### src/hw/rtl/mmn_pkg.sv
// Package for mag_minmax_normalizer: widths, fixed-point constants, sequencer states
// and the rounding/saturation helper. No dependencies.
`timescale 1ns / 1ps

package mmn_pkg;

    localparam int FRAC_BITS = 14;

    localparam int AXES   = 3;
    localparam int AXIS_W = 2;
    localparam int DATA_W = 16;
    localparam int SPAN_W = DATA_W + 1;
    localparam int REM_W  = SPAN_W + 1;

    // quotient of off * 2^(FRAC_BITS+2) / span, one bit per divider step
    localparam int QEXT_W = FRAC_BITS + 3;
    localparam int CNT_W  = $clog2(QEXT_W + 1);
    localparam int SAT_W  = (QEXT_W + 1 > 17) ? QEXT_W + 1 : 17;

    localparam logic signed [SAT_W-1:0] SAT_ONE = SAT_W'(longint'(1) << FRAC_BITS);
    localparam logic signed [SAT_W-1:0] SAT_MAX = SAT_W'(32767);
    localparam logic signed [SAT_W-1:0] SAT_MIN = SAT_W'(-32768);

    localparam int NORM_MAX = (FRAC_BITS > 14) ? 32767 : (1 << FRAC_BITS);
    localparam int NORM_MIN = (FRAC_BITS > 14) ? -32768 : -(1 << FRAC_BITS);

    localparam logic signed [DATA_W-1:0] LO_INIT = 16'sh7fff;
    localparam logic signed [DATA_W-1:0] HI_INIT = 16'sh8000;

    typedef enum logic [2:0] {
        ST_IDLE,
        ST_UPD,
        ST_DIV,
        ST_STEP,
        ST_OUT
    } mmn_state_t;

    // round half up, remove the offset, clamp to 16 signed bits
    function automatic logic signed [DATA_W-1:0] round_sat(input logic [QEXT_W-1:0] qext);
        logic [QEXT_W-1:0]       qr;
        logic signed [SAT_W-1:0] v;
        logic signed [DATA_W-1:0] r;
        qr = (qext + QEXT_W'(1)) >> 1;
        v  = $signed(SAT_W'(qr)) - SAT_ONE;
        priority if (v > SAT_MAX) begin
            r = 16'sh7fff;
        end else if (v < SAT_MIN) begin
            r = 16'sh8000;
        end else begin
            r = $signed(v[DATA_W-1:0]);
        end
        return r;
    endfunction

endpackage

### src/hw/rtl/mmn_div.sv
// Shared restoring divider: off * 2^(FRAC_BITS+2) / span, one quotient bit per cycle.
// Depends on mmn_pkg.
`timescale 1ns / 1ps

module mmn_div
    import mmn_pkg::*;
(
    input  logic              aclk,
    input  logic              aresetn,
    input  logic              start,
    input  logic [SPAN_W-1:0] span,
    input  logic [SPAN_W-1:0] off,
    output logic              done,
    output logic [QEXT_W-1:0] quo
);

    logic              run_reg;
    logic              done_reg;
    logic [CNT_W-1:0]  cnt_reg;
    logic [REM_W-1:0]  rem_reg;
    logic [QEXT_W-1:0] quo_reg;
    logic [SPAN_W-1:0] span_reg;

    logic [REM_W-1:0]  shifted;
    logic              ge;
    logic [REM_W-1:0]  rem_next;
    logic              last;

    // first step keeps the integer bit (off may equal span), later steps shift
    always_comb begin
        shifted  = (cnt_reg == '0) ? rem_reg : {rem_reg[REM_W-2:0], 1'b0};
        ge       = shifted >= {1'b0, span_reg};
        rem_next = ge ? shifted - {1'b0, span_reg} : shifted;
        last     = cnt_reg == CNT_W'(QEXT_W - 1);
    end

    always_ff @(posedge aclk) begin
        if (!aresetn) begin
            run_reg  <= 1'b0;
            done_reg <= 1'b0;
            cnt_reg  <= '0;
        end else begin
            done_reg <= !start && run_reg && last;
            if (start) begin
                run_reg <= 1'b1;
                cnt_reg <= '0;
            end else if (run_reg) begin
                cnt_reg <= cnt_reg + CNT_W'(1);
                if (last) begin
                    run_reg <= 1'b0;
                end
            end
        end
    end

    always_ff @(posedge aclk) begin
        if (start) begin
            rem_reg  <= {1'b0, off};
            span_reg <= span;
            quo_reg  <= '0;
        end else if (run_reg) begin
            rem_reg <= rem_next;
            quo_reg <= {quo_reg[QEXT_W-2:0], ge};
        end
    end

    assign done = done_reg;
    assign quo  = quo_reg;

endmodule

### src/hw/rtl/mag_minmax_normalizer.sv
// Takes one beat at a time: per axis ST_UPD, then ST_DIV (skipped for a flat axis), then ST_STEP,
// then ST_OUT for the result; s_ready is high only in ST_IDLE.
// The shared divider gives one quotient bit per cycle and runs once per axis.
// A new beat is taken while the previous result waits on m_ready.
// Reset (aresetn low, synchronous): min 32767 / max -32768 per axis, no result pending.
// Depends on mmn_pkg and mmn_div.
`timescale 1ns / 1ps

module mag_minmax_normalizer
    import mmn_pkg::*;
(
    input  logic                     aclk,
    input  logic                     aresetn,
    input  logic                     s_valid,
    output logic                     s_ready,
    input  logic signed [DATA_W-1:0] s_mag_x,
    input  logic signed [DATA_W-1:0] s_mag_y,
    input  logic signed [DATA_W-1:0] s_mag_z,
    output logic                     m_valid,
    input  logic                     m_ready,
    output logic signed [DATA_W-1:0] m_norm_x,
    output logic signed [DATA_W-1:0] m_norm_y,
    output logic signed [DATA_W-1:0] m_norm_z,
    output logic [AXES-1:0]          m_flat_axes
);

    mmn_state_t state_reg, state_next;

    logic [AXIS_W-1:0]        axis_reg;
    logic signed [DATA_W-1:0] samp_reg [AXES];
    logic signed [DATA_W-1:0] lo_reg   [AXES];
    logic signed [DATA_W-1:0] hi_reg   [AXES];
    logic signed [DATA_W-1:0] res_reg  [AXES];
    logic [AXES-1:0]          flat_reg;

    logic                     m_valid_reg;
    logic signed [DATA_W-1:0] m_norm_x_reg, m_norm_y_reg, m_norm_z_reg;
    logic [AXES-1:0]          m_flat_reg;

    logic signed [DATA_W-1:0] s_cur, lo_new, hi_new;
    logic [SPAN_W-1:0]        span_w, off_w;
    logic                     flat_w;
    logic                     last_axis;

    logic in_acc, upd_en, div_start, div_take, axis_inc, out_load;

    logic              div_done;
    logic [QEXT_W-1:0] div_quo;

    // per-axis update, one axis per ST_UPD cycle
    always_comb begin
        s_cur     = samp_reg[axis_reg];
        lo_new    = (s_cur < lo_reg[axis_reg]) ? s_cur : lo_reg[axis_reg];
        hi_new    = (s_cur > hi_reg[axis_reg]) ? s_cur : hi_reg[axis_reg];
        span_w    = {hi_new[DATA_W-1], hi_new} - {lo_new[DATA_W-1], lo_new};
        off_w     = {s_cur[DATA_W-1], s_cur} - {lo_new[DATA_W-1], lo_new};
        flat_w    = span_w == '0;
        last_axis = axis_reg == AXIS_W'(AXES - 1);
    end

    always_comb begin
        state_next = state_reg;
        unique case (state_reg)
            ST_IDLE: if (s_valid)  state_next = ST_UPD;
            ST_UPD:  state_next = flat_w ? ST_STEP : ST_DIV;
            ST_DIV:  if (div_done) state_next = ST_STEP;
            ST_STEP: state_next = last_axis ? ST_OUT : ST_UPD;
            ST_OUT:  if (!m_valid_reg || m_ready) state_next = ST_IDLE;
            default: state_next = ST_IDLE;
        endcase
    end

    always_comb begin
        s_ready   = state_reg == ST_IDLE;
        in_acc    = s_ready && s_valid;
        upd_en    = state_reg == ST_UPD;
        div_start = upd_en && !flat_w;
        div_take  = (state_reg == ST_DIV) && div_done;
        axis_inc  = (state_reg == ST_STEP) && !last_axis;
        out_load  = (state_reg == ST_OUT) && (!m_valid_reg || m_ready);
    end

    mmn_div u_div (
        .aclk    (aclk),
        .aresetn (aresetn),
        .start   (div_start),
        .span    (span_w),
        .off     (off_w),
        .done    (div_done),
        .quo     (div_quo)
    );

    always_ff @(posedge aclk) begin
        if (!aresetn) begin
            state_reg   <= ST_IDLE;
            axis_reg    <= '0;
            m_valid_reg <= 1'b0;
            for (int i = 0; i < AXES; i++) begin
                lo_reg[i] <= LO_INIT;
                hi_reg[i] <= HI_INIT;
            end
        end else begin
            state_reg <= state_next;
            if (in_acc) begin
                axis_reg <= '0;
            end else if (axis_inc) begin
                axis_reg <= axis_reg + AXIS_W'(1);
            end
            if (upd_en) begin
                lo_reg[axis_reg] <= lo_new;
                hi_reg[axis_reg] <= hi_new;
            end
            if (out_load) begin
                m_valid_reg <= 1'b1;
            end else if (m_ready) begin
                m_valid_reg <= 1'b0;
            end
        end
    end

    always_ff @(posedge aclk) begin
        if (in_acc) begin
            samp_reg[0] <= s_mag_x;
            samp_reg[1] <= s_mag_y;
            samp_reg[2] <= s_mag_z;
        end
        if (upd_en && flat_w) begin
            res_reg[axis_reg]  <= '0;
            flat_reg[axis_reg] <= 1'b1;
        end
        if (div_take) begin
            res_reg[axis_reg]  <= round_sat(div_quo);
            flat_reg[axis_reg] <= 1'b0;
        end
        if (out_load) begin
            m_norm_x_reg <= res_reg[0];
            m_norm_y_reg <= res_reg[1];
            m_norm_z_reg <= res_reg[2];
            m_flat_reg   <= flat_reg;
        end
    end

    assign m_valid     = m_valid_reg;
    assign m_norm_x    = m_norm_x_reg;
    assign m_norm_y    = m_norm_y_reg;
    assign m_norm_z    = m_norm_z_reg;
    assign m_flat_axes = m_flat_reg;

endmodule

### config.mk
export PLATFORM = sky130hd
export DESIGN_NAME = mag_minmax_normalizer
export DESIGN_NICKNAME = d
export VERILOG_FILES = /design/src/hw/rtl/mmn_pkg.sv /design/src/hw/rtl/mmn_div.sv /design/src/hw/rtl/mag_minmax_normalizer.sv
export SDC_FILE = /design/constraint.sdc
export NUM_CORES = 1
export LEC_CHECK = 0
export BUFFER_PORTS_ARGS = -buffer_cell sky130_fd_sc_hd__buf_2
export CAP_MARGIN = 15
export CORE_UTILIZATION = 40
export CTS_CLUSTER_DIAMETER = 50
export CTS_CLUSTER_SIZE = 28
export DETAILED_ROUTE_END_ITERATION = 10
export PLACE_DENSITY_LB_ADDON = 0.08
export SKIP_LAST_GASP = 1
export SYNTH_ARGS = -nofsm -noshare
export SYNTH_HDL_FRONTEND = slang
export SYNTH_SLANG_ARGS = --single-unit
### constraint.sdc
create_clock -name aclk -period 12.8 [get_ports aclk]
set_input_delay 1.28 -clock aclk [delete_from_list [all_inputs] [get_ports aclk]]
set_output_delay 1.28 -clock aclk [all_outputs]
set_load 0.02 [all_outputs]
==> impl_metrics.yaml <==
setup_path:
  cp-end-kind: "flop"
  cp_max_fo: 59
  start_kind: "flop"
  cp.required_ps: 12980
  cp.arrival_ps: 9720
  worstSetupPathType: "flop to flop"
global_route:
  grt_pass1_wl_um: 70300
  grt.total_usage: 0.212
  antenna_found_initial: 1
  grt_overflow: 0
  grt_max_degree: 60
  grt_pass1_vias: 11700
placement:
  dp_hpwl_um: 33900
  placed_area_sq_um: 18900
  io_buffers: 104
  gp_congestion: 0.925
detailed_routing:
  drtPass1Iterations: 5
  drt-met1-wl_um: 20300
  wl_met2_um: 23000
  num_vias: 11800
  highest_layer: "met4"
  vias_per_cell: 5.31
  drcViolationCount: 0
  dr_wl_met3_um: 2210
  drt_iter0_drc: 927
  postRouteAntennaNets: 0
  wirelength_um: 46900
  wire_per_inst_um: 21.2
timing:
  setup_tns_ps: 0
  setup_violations: 0
  drv_slew: 0
  hold_viol: 0
  worst_pin_slew_ps: 1220
  holdWs_ps: 407
  final.min_clock_period_ps: 9530
  fin_crit_sh: 0.745
  clock_skew_ps: 35.9
  rsz0062_at_grt: "no"
  max_slew_margin: 0.184
  max_freq_ghz: 0.105
power:
  vdd_ir_drop_max_uv: 109
  power_leakage_nw: 7.46
  power_density_nw_per_um2: 185
cts:
  post_cts_buffers: 0
  clock_latency_ps: 580
  clk_pin_slew_ps: 80
  cts-root-buf: "clkbuf_16"
  clock_sinks: 345
  clock_path_buffers: 3
  htreeDepth: 2
  hold_buffers: 0
  cts_resized: 0
  numCtsBuffers: 40
  cts_tree: "done"
yosys:
  avgSynthCellArea_sq_um: 11.9
  synthArstFlopShare: 0
  ys_seq_elements: 345
  ys_seq_area_frac: 0.565
  synth_flop_cell: "edfxtp_1"
  synth_cells: 1491
  synth_edf_count: 310
  synth_cell_types: 78
  synth_fp_nets: 1627
  netlist_area_sq_um: 17700
  yosysWarnings: 0
finish:
  most-common-layout-cells: "edfxtp_1, nand2_1, nor2_1"
  syn_to_final_growth_pct: 14.9
  layout-drive-gt1-share: 0.169
  final_nets: 1736
  final_common_cell: "edfxtp_1"
  fin_area_sq_um: 20400
floorplan:
  initial_core_util: 0.408
  dieWidth_um: 212
  coreArea_sq_um: 43400
  num_rows: 76
  die_y_um: 212
  ioPinCount: 105
  die_area_sq_um: 45100
worst_hold_path:
  hold_class: "flop to flop"
flow_run:
  cap_violations: 0
run_status:
  status: "completed"
==> cells by family (layout without fill, tap and decap cells) <==
group	count (synthesis)	in the layout	synth area share
muxes	134	134	0.0990
DFF	345	345	0.565
buffers and inverters	172	312	0.0383
other	0	1	0
and+or+nand+nor	443	443	0.114
adders and majority gates	89	89	0.0636
xor gates and xnor gates	63	63	0.0312
AOI/OAI and AO/OA	245	245	0.0892
==> metal layers <==
layer | vias up | track usage
li1 | 5684 | -
met1 | 5726 | 0.274
met2 | 286 | 0.356
met3 | 75 | 0.0340
met4 | 0 | 0.0811
met5 | - | 0
==> path summary, 6_finish.rpt <==
path / startpoint / end / slack [ps] / cells after the start
worst max-delay path: flop / u_div.rem_reg[10]$_DFFE_PP_ / 3270 / 26
worst max register to register: flop / u_div.rem_reg[10]$_DFFE_PP_ / 3270 / 26
worst min-delay path: res_reg[0][15]$_DFFE_PP_ / m_norm_x[15]$_DFFE_PP_ / 410 / 0
worst min register to register: res_reg[0][15]$_DFFE_PP_ / m_norm_x[15]$_DFFE_PP_ / 410 / 0
==> synth_stat cells, drive strengths merged (10+ instances only) <==
cell	count	area share
edfxtp	310	0.53
nand2	152	0.032
nor2	141	0.030
inv	111	0.024
a21oi	91	0.026
mux2i	84	0.048
ha	81	0.057
o21ai	52	0.015
xnor2	42	0.021
clkbuf	39	0.0083
dfxtp	35	0.040
mux4	30	0.038
nand3	30	0.0085
buf	21	0.0062
nor3	21	0.0062
xor2	21	0.010
a21o	20	0.0085
mux2	20	0.013
nand4	20	0.0071
nand2b	15	0.0053
nor2b	14	0.0049
a211oi	11	0.0049
a31oi	10	0.0044
and3	10	0.0035
or3	10	0.0035
==> metrics by stage <==
| step | std cells | util | total power [mW] | setup slack (ps) |
|---|---|---|---|---|
| after floorplan | 1491 | - | 2.26 | 3740 |
| after global placement | 2143 | 0.436 | 2.59 | 3280 |
| after detailed placement | 2143 | 0.436 | 2.59 | 3240 |
| after CTS | 2216 | 0.469 | 3.79 | 3160 |
| after global routing | 2216 | 0.469 | 3.96 | 2530 |
| final | 2217 | 0.469 | 3.76 | 3270 |
==> worst max-delay path, cell delays in order, from the launching register on <==
cell and delay, ps:
dfxtp_4 590, buf_4 620, mux2i_1 160, o21ai_0 790
ha_1 400, a211oi_1 370, o21a_1 180, o211ai_1 130
a211o_1 470, nand2_1 370, nor2_1 80, a21oi_1 380
inv_1 110, ha_1 290, nor2b_1 110, o21ai_0 110
nor2b_1 220, nor3_1 200, o2111ai_1 140, maj3_1 450
o31ai_2 500, a2111oi_1 240, or4_4 600, a2111oi_4 490
a21oi_4 90, buf_4 360, or2_1 600
==> area by class of cell <==
cell class              count  area [sq um]
fillers                  4016         23000
flip-flops and latches    345         10000
multi-input cells         974          7040
clock buffers              40          1000
well taps                 585           732
repair buffers            127           706
clock inverters            33           429
inverters                 112           422
diodes                      1          2.50
==> power breakdown <==
group / total, mW / switching [mW] / internal (mW)
sequential: 1.39 / 0.0392 / 1.35
clock: 1.19 / 0.559 / 0.629
combinational: 1.18 / 0.729 / 0.453
Note: power is estimated with default switching activity, not from simulation.
